[src/rtl/bcpc_pkg.sv]
// shared types, register map and reset values for the breaker coil pulse controller
package bcpc_pkg;

  // input item fields
  typedef struct packed {
    logic [3:0] elapsed;
    logic       close_irq;
    logic       open_irq;
    logic       overcurrent_irq;
    logic       close_cmd_level;
    logic       open_cmd_level;
    logic       local_level;
    logic       charged_level;
  } in_item_t;

  // result item fields
  typedef struct packed {
    logic close_coil;
    logic open_coil;
    logic fault_led_on;
    logic run_led_level;
    logic charged_status;
    logic local_status;
  } out_item_t;

  // configuration register set
  typedef struct packed {
    logic [15:0] close_pulse_ticks;
    logic [15:0] open_pulse_ticks;
    logic [15:0] command_debounce_ticks;
    logic [7:0]  status_debounce_ticks;
    logic [15:0] fault_led_ticks;
    logic [15:0] run_led_half_period;
    logic [15:0] slow_tick_period;
  } cfg_t;

  // register index, byte address is 4 * index
  typedef enum logic [2:0] {
    REG_CLOSE_PULSE  = 3'd0,
    REG_OPEN_PULSE   = 3'd1,
    REG_CMD_DEBOUNCE = 3'd2,
    REG_STS_DEBOUNCE = 3'd3,
    REG_FAULT_LED    = 3'd4,
    REG_RUN_HALF     = 3'd5,
    REG_SLOW_PERIOD  = 3'd6
  } reg_idx_t;

  localparam int PADDR_W = 5;

  // register reset values
  localparam logic [15:0] CLOSE_PULSE_RST  = 16'd500;
  localparam logic [15:0] OPEN_PULSE_RST   = 16'd500;
  localparam logic [15:0] CMD_DEBOUNCE_RST = 16'd100;
  localparam logic [7:0]  STS_DEBOUNCE_RST = 8'd3;
  localparam logic [15:0] FAULT_LED_RST    = 16'd300;
  localparam logic [15:0] RUN_HALF_RST     = 16'd50;
  localparam logic [15:0] SLOW_PERIOD_RST  = 16'd100;

  // status input slots
  localparam int STS_LOCAL   = 0;
  localparam int STS_CHARGED = 1;

endpackage

[src/rtl/bcpc_core.sv]
// per-tick controller state and the result it produces for each accepted item
module bcpc_core (
  input  logic               clk,
  input  logic               rst,
  input  logic               accept,
  input  bcpc_pkg::in_item_t item,
  input  bcpc_pkg::cfg_t     cfg,
  output bcpc_pkg::out_item_t result
);

  // controller state
  logic        close_pending, open_pending, close_armed, open_armed;
  logic [15:0] close_low_count, open_low_count;
  logic        overcurrent_delay;
  logic [16:0] close_timer, open_timer;
  logic [7:0]  status_counts [2];
  logic [1:0]  status_states;
  logic [15:0] slow_tick_count, fault_count;
  logic [16:0] run_count;
  logic        run_led_reg;

  // next state
  logic        close_pending_next, open_pending_next, close_armed_next, open_armed_next;
  logic [15:0] close_low_count_next, open_low_count_next;
  logic        overcurrent_delay_next;
  logic [16:0] close_timer_next, open_timer_next;
  logic [7:0]  status_counts_next [2];
  logic [1:0]  status_states_next;
  logic [15:0] slow_tick_count_next, fault_count_next;
  logic [16:0] run_count_next;
  logic        run_led_reg_next;

  // one tick of the controller in model order
  always_comb begin
    logic [16:0] slow_sum;
    logic [1:0]  levels;
    close_pending_next     = close_pending | item.close_irq;
    open_pending_next      = open_pending | item.open_irq;
    overcurrent_delay_next = overcurrent_delay | item.overcurrent_irq;
    close_armed_next       = close_armed;
    open_armed_next        = open_armed;
    close_low_count_next   = close_low_count;
    open_low_count_next    = open_low_count;
    close_timer_next       = close_timer;
    open_timer_next        = open_timer;
    status_counts_next     = status_counts;
    status_states_next     = status_states;
    slow_tick_count_next   = slow_tick_count;
    fault_count_next       = fault_count;
    run_count_next         = run_count;
    run_led_reg_next       = run_led_reg;
    levels                 = {item.charged_level, item.local_level};
    slow_sum               = '0;

    // close command, needs a charged spring to start the pulse
    if (close_pending_next && close_armed_next) begin
      if (status_states[bcpc_pkg::STS_CHARGED]) begin
        close_timer_next = 17'd1;
      end
      close_pending_next = 1'b0;
      close_armed_next   = 1'b0;
    end
    // open command wins over any close pulse
    if (open_pending_next && open_armed_next) begin
      close_timer_next  = '0;
      open_timer_next   = 17'd1;
      open_pending_next = 1'b0;
      open_armed_next   = 1'b0;
    end

    if (item.elapsed != 4'd0) begin
      // command level debounce, saturating low count
      if (!item.close_cmd_level) begin
        if (close_low_count_next != 16'hFFFF) begin
          close_low_count_next = close_low_count_next + 16'd1;
        end
      end else begin
        close_low_count_next = '0;
      end
      if (close_low_count_next == cfg.command_debounce_ticks) begin
        close_armed_next = 1'b1;
      end
      if (!item.open_cmd_level) begin
        if (open_low_count_next != 16'hFFFF) begin
          open_low_count_next = open_low_count_next + 16'd1;
        end
      end else begin
        open_low_count_next = '0;
      end
      if (open_low_count_next == cfg.command_debounce_ticks) begin
        open_armed_next = 1'b1;
      end

      // overcurrent abort, taken on the first item with a nonzero elapsed time
      if (overcurrent_delay_next) begin
        overcurrent_delay_next = 1'b0;
        close_timer_next       = '0;
        open_timer_next        = '0;
        fault_count_next       = cfg.fault_led_ticks;
      end

      // running pulses
      if (close_timer_next != '0) begin
        close_timer_next = close_timer_next + 17'(item.elapsed);
        if (close_timer_next > {1'b0, cfg.close_pulse_ticks}) begin
          close_timer_next = '0;
        end
      end
      if (open_timer_next != '0) begin
        open_timer_next = open_timer_next + 17'(item.elapsed);
        if (open_timer_next > {1'b0, cfg.open_pulse_ticks}) begin
          open_timer_next = '0;
        end
      end

      // slow tick prescaler, saturating
      slow_sum = {1'b0, slow_tick_count} + 17'(item.elapsed);
      slow_tick_count_next = slow_sum[16] ? 16'hFFFF : slow_sum[15:0];
      if (slow_tick_count_next >= cfg.slow_tick_period) begin
        slow_tick_count_next = '0;

        // status debounce
        for (int i = 0; i < 2; i++) begin
          if (levels[i] != status_states[i]) begin
            if (status_counts[i] != 8'hFF) begin
              status_counts_next[i] = status_counts[i] + 8'd1;
            end
            if (status_counts_next[i] >= cfg.status_debounce_ticks) begin
              status_states_next[i] = levels[i];
              status_counts_next[i] = '0;
            end
          end else begin
            status_counts_next[i] = '0;
          end
        end

        // run led blink
        run_count_next = run_count + 17'd1;
        if (run_count_next == {1'b0, cfg.run_led_half_period}) begin
          run_led_reg_next = 1'b0;
        end else if (run_count_next >= {cfg.run_led_half_period, 1'b0}) begin
          run_led_reg_next = 1'b1;
          run_count_next   = '0;
        end

        // fault led hold time
        if (fault_count_next != '0) begin
          fault_count_next = fault_count_next - 16'd1;
        end
      end
    end
  end

  // result of this item
  always_comb begin
    result.close_coil     = close_timer_next != '0;
    result.open_coil      = open_timer_next != '0;
    result.fault_led_on   = fault_count_next != '0;
    result.run_led_level  = run_led_reg_next;
    result.charged_status = status_states_next[bcpc_pkg::STS_CHARGED];
    result.local_status   = status_states_next[bcpc_pkg::STS_LOCAL];
  end

  // state registers
  always_ff @(posedge clk) begin
    if (rst) begin
      close_pending     <= 1'b0;
      open_pending      <= 1'b0;
      close_armed       <= 1'b0;
      open_armed        <= 1'b0;
      close_low_count   <= '0;
      open_low_count    <= '0;
      overcurrent_delay <= 1'b0;
      close_timer       <= '0;
      open_timer        <= '0;
      status_counts[0]  <= '0;
      status_counts[1]  <= '0;
      status_states     <= '0;
      slow_tick_count   <= '0;
      fault_count       <= '0;
      run_count         <= '0;
      run_led_reg       <= 1'b1;
    end else if (accept) begin
      close_pending     <= close_pending_next;
      open_pending      <= open_pending_next;
      close_armed       <= close_armed_next;
      open_armed        <= open_armed_next;
      close_low_count   <= close_low_count_next;
      open_low_count    <= open_low_count_next;
      overcurrent_delay <= overcurrent_delay_next;
      close_timer       <= close_timer_next;
      open_timer        <= open_timer_next;
      status_counts     <= status_counts_next;
      status_states     <= status_states_next;
      slow_tick_count   <= slow_tick_count_next;
      fault_count       <= fault_count_next;
      run_count         <= run_count_next;
      run_led_reg       <= run_led_reg_next;
    end
  end

endmodule

[src/rtl/breaker_coil_pulse_controller.sv]
// top level: register port, controller core and result register
// a result is registered when its input transaction is accepted and shows in the cycle after
// throughput: one item per cycle; the single result register stalls the input
//   only while it holds a result that the output side does not take
// reset: synchronous, active high; clears all controller state (run led to 1),
//   loads the configuration registers with their default values
module breaker_coil_pulse_controller (
  input  logic                               clk,
  input  logic                               rst,
  input  logic                               in_valid,
  output logic                               in_stall,
  input  bcpc_pkg::in_item_t                 in_data,
  output logic                               out_valid,
  input  logic                               out_stall,
  output bcpc_pkg::out_item_t                out_data,
  input  logic                               psel,
  input  logic                               penable,
  input  logic                               pwrite,
  input  logic [bcpc_pkg::PADDR_W-1:0]       paddr,
  input  logic [31:0]                        pwdata,
  output logic [31:0]                        prdata,
  output logic                               pready
);

  bcpc_pkg::cfg_t      cfg;
  bcpc_pkg::out_item_t result;
  bcpc_pkg::reg_idx_t  reg_idx;
  logic                accept;
  logic                cfg_write;

  assign pready    = 1'b1;
  assign reg_idx   = bcpc_pkg::reg_idx_t'(paddr[4:2]);
  assign cfg_write = psel && penable && pwrite;
  assign in_stall  = out_valid && out_stall;
  assign accept    = in_valid && !in_stall;

  // configuration registers
  always_ff @(posedge clk) begin
    if (rst) begin
      cfg.close_pulse_ticks      <= bcpc_pkg::CLOSE_PULSE_RST;
      cfg.open_pulse_ticks       <= bcpc_pkg::OPEN_PULSE_RST;
      cfg.command_debounce_ticks <= bcpc_pkg::CMD_DEBOUNCE_RST;
      cfg.status_debounce_ticks  <= bcpc_pkg::STS_DEBOUNCE_RST;
      cfg.fault_led_ticks        <= bcpc_pkg::FAULT_LED_RST;
      cfg.run_led_half_period    <= bcpc_pkg::RUN_HALF_RST;
      cfg.slow_tick_period       <= bcpc_pkg::SLOW_PERIOD_RST;
    end else if (cfg_write) begin
      case (reg_idx)
        bcpc_pkg::REG_CLOSE_PULSE:  cfg.close_pulse_ticks      <= pwdata[15:0];
        bcpc_pkg::REG_OPEN_PULSE:   cfg.open_pulse_ticks       <= pwdata[15:0];
        bcpc_pkg::REG_CMD_DEBOUNCE: cfg.command_debounce_ticks <= pwdata[15:0];
        bcpc_pkg::REG_STS_DEBOUNCE: cfg.status_debounce_ticks  <= pwdata[7:0];
        bcpc_pkg::REG_FAULT_LED:    cfg.fault_led_ticks        <= pwdata[15:0];
        bcpc_pkg::REG_RUN_HALF:     cfg.run_led_half_period    <= pwdata[15:0];
        bcpc_pkg::REG_SLOW_PERIOD:  cfg.slow_tick_period       <= pwdata[15:0];
        default: ;
      endcase
    end
  end

  // register read back
  always_comb begin
    case (reg_idx)
      bcpc_pkg::REG_CLOSE_PULSE:  prdata = {16'd0, cfg.close_pulse_ticks};
      bcpc_pkg::REG_OPEN_PULSE:   prdata = {16'd0, cfg.open_pulse_ticks};
      bcpc_pkg::REG_CMD_DEBOUNCE: prdata = {16'd0, cfg.command_debounce_ticks};
      bcpc_pkg::REG_STS_DEBOUNCE: prdata = {24'd0, cfg.status_debounce_ticks};
      bcpc_pkg::REG_FAULT_LED:    prdata = {16'd0, cfg.fault_led_ticks};
      bcpc_pkg::REG_RUN_HALF:     prdata = {16'd0, cfg.run_led_half_period};
      bcpc_pkg::REG_SLOW_PERIOD:  prdata = {16'd0, cfg.slow_tick_period};
      default:                    prdata = '0;
    endcase
  end

  bcpc_core u_core (
    .clk    (clk),
    .rst    (rst),
    .accept (accept),
    .item   (in_data),
    .cfg    (cfg),
    .result (result)
  );

  // result register valid
  always_ff @(posedge clk) begin
    if (rst) begin
      out_valid <= 1'b0;
    end else if (accept) begin
      out_valid <= 1'b1;
    end else if (!out_stall) begin
      out_valid <= 1'b0;
    end
  end

  // result register payload
  always_ff @(posedge clk) begin
    if (accept) begin
      out_data <= result;
    end
  end

endmodule

[config.mk]
export PLATFORM = sky130hd
export DESIGN_NAME = breaker_coil_pulse_controller
export DESIGN_NICKNAME = d
export VERILOG_FILES = /design/src/rtl/bcpc_pkg.sv /design/src/rtl/bcpc_core.sv /design/src/rtl/breaker_coil_pulse_controller.sv
export SDC_FILE = /design/constraint.sdc
export NUM_CORES = 1
export LEC_CHECK = 0
export BUFFER_PORTS_ARGS = -buffer_cell sky130_fd_sc_hd__buf_4
export CAP_MARGIN = 0
export CORE_ASPECT_RATIO = 1.4
export CORE_MARGIN = 10
export CORE_UTILIZATION = 30
export CTS_CLUSTER_DIAMETER = 200
export CTS_CLUSTER_SIZE = 30
export DETAILED_ROUTE_END_ITERATION = 12
export PLACE_DENSITY = 0.54
export SYNTH_ARGS = -nofsm -noshare
export SYNTH_HDL_FRONTEND = slang
export SYNTH_SLANG_ARGS = --single-unit
[constraint.sdc]
create_clock -name clk -period 7.1 [get_ports clk]
set_input_delay 1.065 -clock clk [delete_from_list [all_inputs] [get_ports clk]]
set_output_delay 1.065 -clock clk [all_outputs]
set_load 0.05 [all_outputs]
==> metrics.txt, run 1 <==
Worst Path Buf+Inv=2; synth unique cells=80; worst clock skew=roughly 0.033 ns; Min Clock Period, post-route=5.23 ns; Chip Height=around 300 um; fillcell total=just under 6000; Biggest register=cfg; Max-Cap Viols=0; Die ar.=66100 um2; Routed Antenna Nets=0; Resized cells post-CTS=0; Fin Setup TNS=0 ns; critical-path cell list=buf_4 > ha_1 > fa_1 > a21o_1 > a21o_1 > nand2_1 > or3_1 > o21ai_0 > ha_1 > o21ai_0 > a211oi_1 > a21oi_1 > o21ai_1 > buf_4 > nand2_1 > nor2_1 > o21ai_1 > or3_1 > a21oi_1; Placed Instance Area=approximately 18000 um2; max-slew violations=0; share of the clock period used by the worst path=between 70% and 80%; Post-synth ARST share=0%; worst-path maximum fanout=20; Post-synth EDFFs=6; Area Overhead vs Synth=8.15%; Cell Area, Synth=16800 um2; CTS root buf=clkbuf_16; Yosys warnings=0; Synth Area per Inst=7.59 um2; fmax=191 MHz; global-route wire length before repair=90900 um; GR Overflow Total=0; largest net degree at the start of global routing=96; post-route design area=18200 um2; Slew HR=19.8%; # Post-CTS Setup Buffers=0; clk sinks=250; top_reg_cell synth=dfxtp_1; CTS tree=yes; max FFs per register=around 100; Max Root-Sink Buffers=3; routed wire length=approximately 59000 um; crit path launch type=input pin; slowest cell on the critical path=nand2_1; Die Wd=roughly 220 um; DP HPWL=43900 um; # diodes=0; DRC viols=0; core area=55400 um2; CP required=approximately 7.5 ns; H-tree levels=1; arrival time at the worst endpoint=5.67 ns; initial antenna violation count=2; vias per cell=5.54; Setup CP Type=input pin to flip-flop; share of layout cells above drive strength 1=6.48%; CP endpoint kind=flip-flop; clk_lat worst skew=0.51 ns; Seq/Total Area, Yosys=30.1%; Slowest Stage Delay on Critical Path=0.42 ns; setup slack at placement=1.32 ns; clk slew on worst S/H paths=0.12 ns; Worst IR Drop VDD=~0.15 mV; Routed WL per cell=20.2 um; All-Layer GR Usage=17.3%; RSZ-0062 raised after global routing=false; drt pass-1 iters=5; initial DRC count=1331; Syn Inst Count=2217; Hold/Removal Path Class=flip-flop to flip-flop; TritonCTS buffer count=12; Hold Buf Count CTS=0; number of global-route vias before repair=15645; M1 wire length=24100 um; Row Count=102; met3 routed WL=3050 um; final worst slack=around 1.9 ns; highest routing layer actually used=met5; Worst path top cell family by delay=simple AND/OR/NAND/NOR gates; WL met2=29100 um; status=finished clean; Port Buffers=60; Finish-stage setup viols=0; Core Util, Final=32.8%; Slew @ Worst Pin=1.20 ns; final number of hold-violating endpoints=0; via count=between 15000 and 20000; IO Count=96; Initial Util=slightly above 30%; leak pwr=approximately 7 nW; RD Place Congestion=about 0.91; #FFs+latches synth=250; Net count, final=2343; Power Dens Cells=146 nW/um2
synthesized netlist by cell type (15+ instances only):
master | instances | area [um2]
nor2b_1 | 17 | 106
inv_1 | 108 | 405
a31oi_1 | 15 | 93.8
clkbuf_1 | 110 | 413
or3_1 | 26 | 163
o211ai_1 | 30 | 225
dfxtp_1 | 244 | 4880
xnor2_1 | 71 | 622
mux2i_1 | 53 | 531
nand3_1 | 74 | 370
a21oi_1 | 194 | 971
a22o_1 | 15 | 131
o21ai_0 | 77 | 385
ha_1 | 99 | 1240
nor2_1 | 216 | 811
a22oi_1 | 37 | 278
and3_1 | 25 | 156
nand4_1 | 45 | 282
nand2_1 | 333 | 1250
nand2b_1 | 17 | 106
nor4_1 | 28 | 175
nor3_1 | 59 | 295
buf_4 | 17 | 128
a21o_1 | 37 | 278
a211oi_1 | 15 | 113
xor2_1 | 36 | 315
metal layers:
metal	vias up	GRT usage [%]
met3	113	1.72
met5	-	0
met1	7758	20.8
li1	7777	-
met4	4	7.91
met2	510	30.5
final timing paths:
| path | from | endpoint | slack, ns | cells after the start |
|---|---|---|---|---|
| setup / recovery | in_data[7] | u_core.status_counts[6] | 1.87 | 19 |
| hold / removal | cfg[97] | cfg[97] | 0.47 | 2 |
| setup reg to reg | u_core.status_states[1] | u_core.close_timer[0] | 2.03 | 18 |
| hold reg to reg | cfg[97] | cfg[97] | 0.47 | 2 |
layout make-up:
class | instances | area [um2] | area share, %
multi-input cells | 1732 | 10800 | 59.5
flip-flops and latches | 250 | 5060 | 27.8
well taps | 728 | 911 | 5.01
repair buffers | 82 | 619 | 3.40
inverters | 108 | 405 | 2.23
clock buffers | 17 | 340 | 1.87
clock inverters | 1 | 20.0 | 0.110
per-stage QoR:
stage	power [mW]	hold WS [ns]	instances
final	2.65	0.473	2918
after global routing	2.75	0.506	2918
after CTS	2.68	0.469	2918
after detailed placement	1.82	0.451	2900
after global placement	1.82	0.442	2900
after floorplan	1.70	0.429	2232
kinds of logic (layout without fill, tap and decap cells):
kind of cell               after synthesis  in the layout  synth area share, %
other                                    2             17               0.0446
buffers and inverters                  250            208                 6.00
muxes                                   69             69                 4.43
DFF                                    250            250                 30.1
and+or+nand+nor                        906            906                 25.3
adders and majority gates              102            102                 7.72
AOI/OAI and AO/OA                      524            524                 19.9
xor gates and xnor gates               114            114                 6.51
worst register-to-register path: stages (launching register included):
cell     delay (ns)
dfxtp_1        0.52
o211a_1        0.41
nor3_2         0.07
buf_4          0.20
and2_1         0.20
fa_1           0.43
a21o_1         0.19
a21oi_1        0.43
nor3_1         0.20
nand2_1        0.11
xor2_1         0.35
ha_1           0.21
nand4_1        0.14
nor4_1         0.38
mux2i_1        0.12
a22o_1         0.26
or4_1          0.51
a31oi_1        0.19
o21a_1         0.14
power by group:
group | total, mW | switching, mW | internal (mW) | leakage (nW)
Clock | 0.854 | 0.505 | 0.349 | 0.175
Combinational | 0.354 | 0.254 | 0.0998 | 4.73
Sequential | 1.44 | 0.0184 | 1.42 | 2.02
layout by cell type, fill, tap and decap left out, types with 13 or more instances in the layout:
cell type | synthesis | final
nand2_1 | 333 | 333
dfxtp_1 | 244 | 244
nor2_1 | 216 | 215
a21oi_1 | 194 | 194
inv_1 | 108 | 108
ha_1 | 99 | 99
buf_4 | 17 | 81
o21ai_0 | 77 | 76
nand3_1 | 74 | 74
xnor2_1 | 71 | 71
nor3_1 | 59 | 56
mux2i_1 | 53 | 53
nand4_1 | 45 | 45
a21o_1 | 37 | 37
a22oi_1 | 37 | 37
xor2_1 | 36 | 36
o211ai_1 | 30 | 30
nor4_1 | 28 | 27
or3_1 | 26 | 26
and3_1 | 25 | 25
nand2b_1 | 17 | 17
nor2b_1 | 17 | 17
conb_1 | 2 | 17
a211oi_1 | 15 | 15
a22o_1 | 15 | 15
a31oi_1 | 15 | 15
or4_1 | 13 | 13
mux2_2 | 13 | 13
clkbuf_16 | 0 | 13
No activity file was read; power rests on OpenSTA's default activity.
==> inputs of run 2 (changes only) <==
--- a/config.mk
+++ b/config.mk
@@ -13,7 +13,7 @@
 export CTS_CLUSTER_DIAMETER = 200
 export CTS_CLUSTER_SIZE = 30
 export DETAILED_ROUTE_END_ITERATION = 12
-export PLACE_DENSITY = 0.54
+export PLACE_DENSITY = 0.56
 export SYNTH_ARGS = -nofsm -noshare
 export SYNTH_HDL_FRONTEND = slang
 export SYNTH_SLANG_ARGS = --single-unit
==> constraint.sdc (replaced) <==
create_clock -name clk -period 4.5 [get_ports clk]
set_input_delay 0.675 -clock clk [delete_from_list [all_inputs] [get_ports clk]]
set_output_delay 0.675 -clock clk [all_outputs]
set_load 0.05 [all_outputs]
==> metrics.txt, run 2 (synthesis results as in run 1) <==
status=finished clean; global-route wire length before repair=around 92000 um; Port Buffers=60; largest net degree at the start of global routing=82; Hold Buf Count CTS=0; share of layout cells above drive strength 1=13.2%; Min-Delay Startpoint=in_valid; reg2reg end=u_core.close_timer[0]; Routed WL per cell=19.8 um; Biggest register=cfg; Finish-stage setup viols=0; Row Count=slightly above 100; Design Power=4.26 mW; Routed Antenna Nets=0; worst-path maximum fanout=5; Power Dens Cells=220 nW/um2; Die ar.=66100 um2; All-Layer GR Usage=17.6%; Cells on Worst Hold Path=3; CP endpoint kind=flip-flop; Reg2Reg Setup Slack=0.25 ns; CP required=4.99 ns; max-slew violations=0; critical-path cell list=o211a_4 > nor2_2 > nor2_1 > ha_1 > fa_1 > a21o_1 > a21oi_1 > buf_4 > nor4_4 > xnor2_1 > nor2_1 > ha_1 > a21o_1 > a21o_1 > a21oi_1 > o211ai_1 > a22o_1 > or4_1 > a31oi_1 > o21a_1; DRC viols=0; worst clock skew=0.0331 ns; sequential fraction of design power=53.3%; clk_lat worst skew=0.53 ns; Net count, final=2481; Sw Ratio=29.9%; Slew @ Worst Pin=~1.2 ns; Combinational Power Share=14.3%; Clk pwr share=32.4%; Chip Height=300 um; # diodes=0; share of the clock period used by the worst path=94.4%; commonest non-fill, non-tap cell in the layout=nand2_1; Slew HR=17.1%; CTS tree=yes; reg2reg start=u_core.close_pending; NetSw=1.28 mW; CTS root buf=clkbuf_16; Worst IR Drop VDD=0.187 mV; slowest cell on the critical path=or4_1; DP HPWL=45700 um; initial DRC count=roughly 1500; GR Overflow Total=0; RSZ-0062 raised after global routing=true; Initial Util=30.4%; Slowest Stage Delay on Critical Path=0.50 ns; IO Count=96; via count=16672; fmax=approximately 240 MHz; crit-path most repeated cell=a21o_1; Area Overhead vs Synth=15.4%; Setup CP Type=flip-flop to flip-flop; Worst Path Buf+Inv=1; clk slew on worst S/H paths=0.13 ns; leak pwr=roughly 7.7 nW; Max-Cap Viols=0; fillcell total=roughly 6000; Min Clock Period, post-route=4.25 ns; clk sinks=250; routed wire length=a little over 60000 um; max FFs per register=approximately 100; crit path launch type=flip-flop; Min Hold Slack=approximately 0.37 ns; core area=55400 um2; TritonCTS buffer count=12; H-tree levels=1; number of global-route vias before repair=roughly 16000; Worst path top cell family by delay=compound AO/OA/AOI/OAI gates; sink of the worst hold path=out_valid; Reg2Reg Depth=20; final number of hold-violating endpoints=0; Die Wd=~220 um; initial antenna violation count=5; RD Place Congestion=between 0.9 and 1; Max Root-Sink Buffers=3; Int Pwr=2.99 mW; drt pass-1 iters=6; most frequent cells in the layout=nand2_1, dfxtp_1, buf_4, nor2_1, a21oi_1; arrival time at the worst endpoint=around 4.7 ns; Hold/Removal Path Class=input pin to flip-flop; vias per cell=5.46
## run 2: worst max-delay path by stage
stage	cells after the start	start	end	slack [ns]
floorplan	21	in_data[4]	u_core.open_timer[4]	0.005
global placement	21	in_data[6]	u_core.close_timer[0]	-0.42
detailed placement	21	in_data[6]	u_core.close_timer[0]	-0.39
CTS	20	u_core.close_pending	u_core.close_timer[0]	0.02
global route	20	u_core.close_pending	u_core.close_timer[0]	-0.04
finish	20	u_core.close_pending	u_core.close_timer[0]	0.25
## run 2: layer usage
metal	GRT usage, %	vias up	wire length [um]
li1	-	8062	-
met5	0	-	65
met1	20.9	7902	24300
met3	2.11	155	3280
met2	30.6	543	29600
met4	8.94	10	3240
## run 2: power by group through the flow
stage / clock network [mW] / registers (mW) / logic [mW]
3_3_place_gp: 0 / 2.32 / 0.589
5_1_grt: 1.48 / 2.28 / 0.653
2_1_floorplan: 0 / 2.32 / 0.361
4_1_cts: 1.42 / 2.27 / 0.599
6_report: 1.38 / 2.27 / 0.609
3_5_place_dp: 0 / 2.32 / 0.597
## run 2: area by class of cell
type | instances | area [um2] | share of cell area, %
Clock buffer | 17 | 340 | 1.75
Clock inverter | 1 | 20.0 | 0.103
Inverter | 108 | 405 | 2.09
Multi-Input combinational cell | 1732 | 11000 | 56.5
Sequential cell | 250 | 5070 | 26.1
Tap cell | 728 | 911 | 4.69
Timing Repair Buffer | 220 | 1690 | 8.72
## run 2: worst min-delay path: stages
cell and delay [ns]:
buf_4 0.08, nor2_1 0.03, nor2_1 0.06
## run 2: repair_timing
| item | in CTS | in global routing |
|---|---|---|
| setup buffers | 0 | 1 |
| setup endpoints to repair | 0 | 41 |
| hold endpoints to repair | 0 | 0 |
| resized for setup | 0 | 28 |
## run 2: metrics by stage
step / cell area [um2] / util (%) / setup TNS (ns) / cells / setup slack (ns)
after floorplan: 16900 / - / 0 / 2232 / 0.00480
after detailed placement: 18900 / 34.2 / -16.35 / 3037 / -0.387
after CTS: 19300 / 34.8 / 0 / 3055 / 0.0223
after global routing: 19400 / 35.1 / -0.0400 / 3056 / -0.0399
after global placement: 18900 / 34.2 / -13.89 / 3037 / -0.415
final: 19400 / 35.1 / 0 / 3056 / 0.250
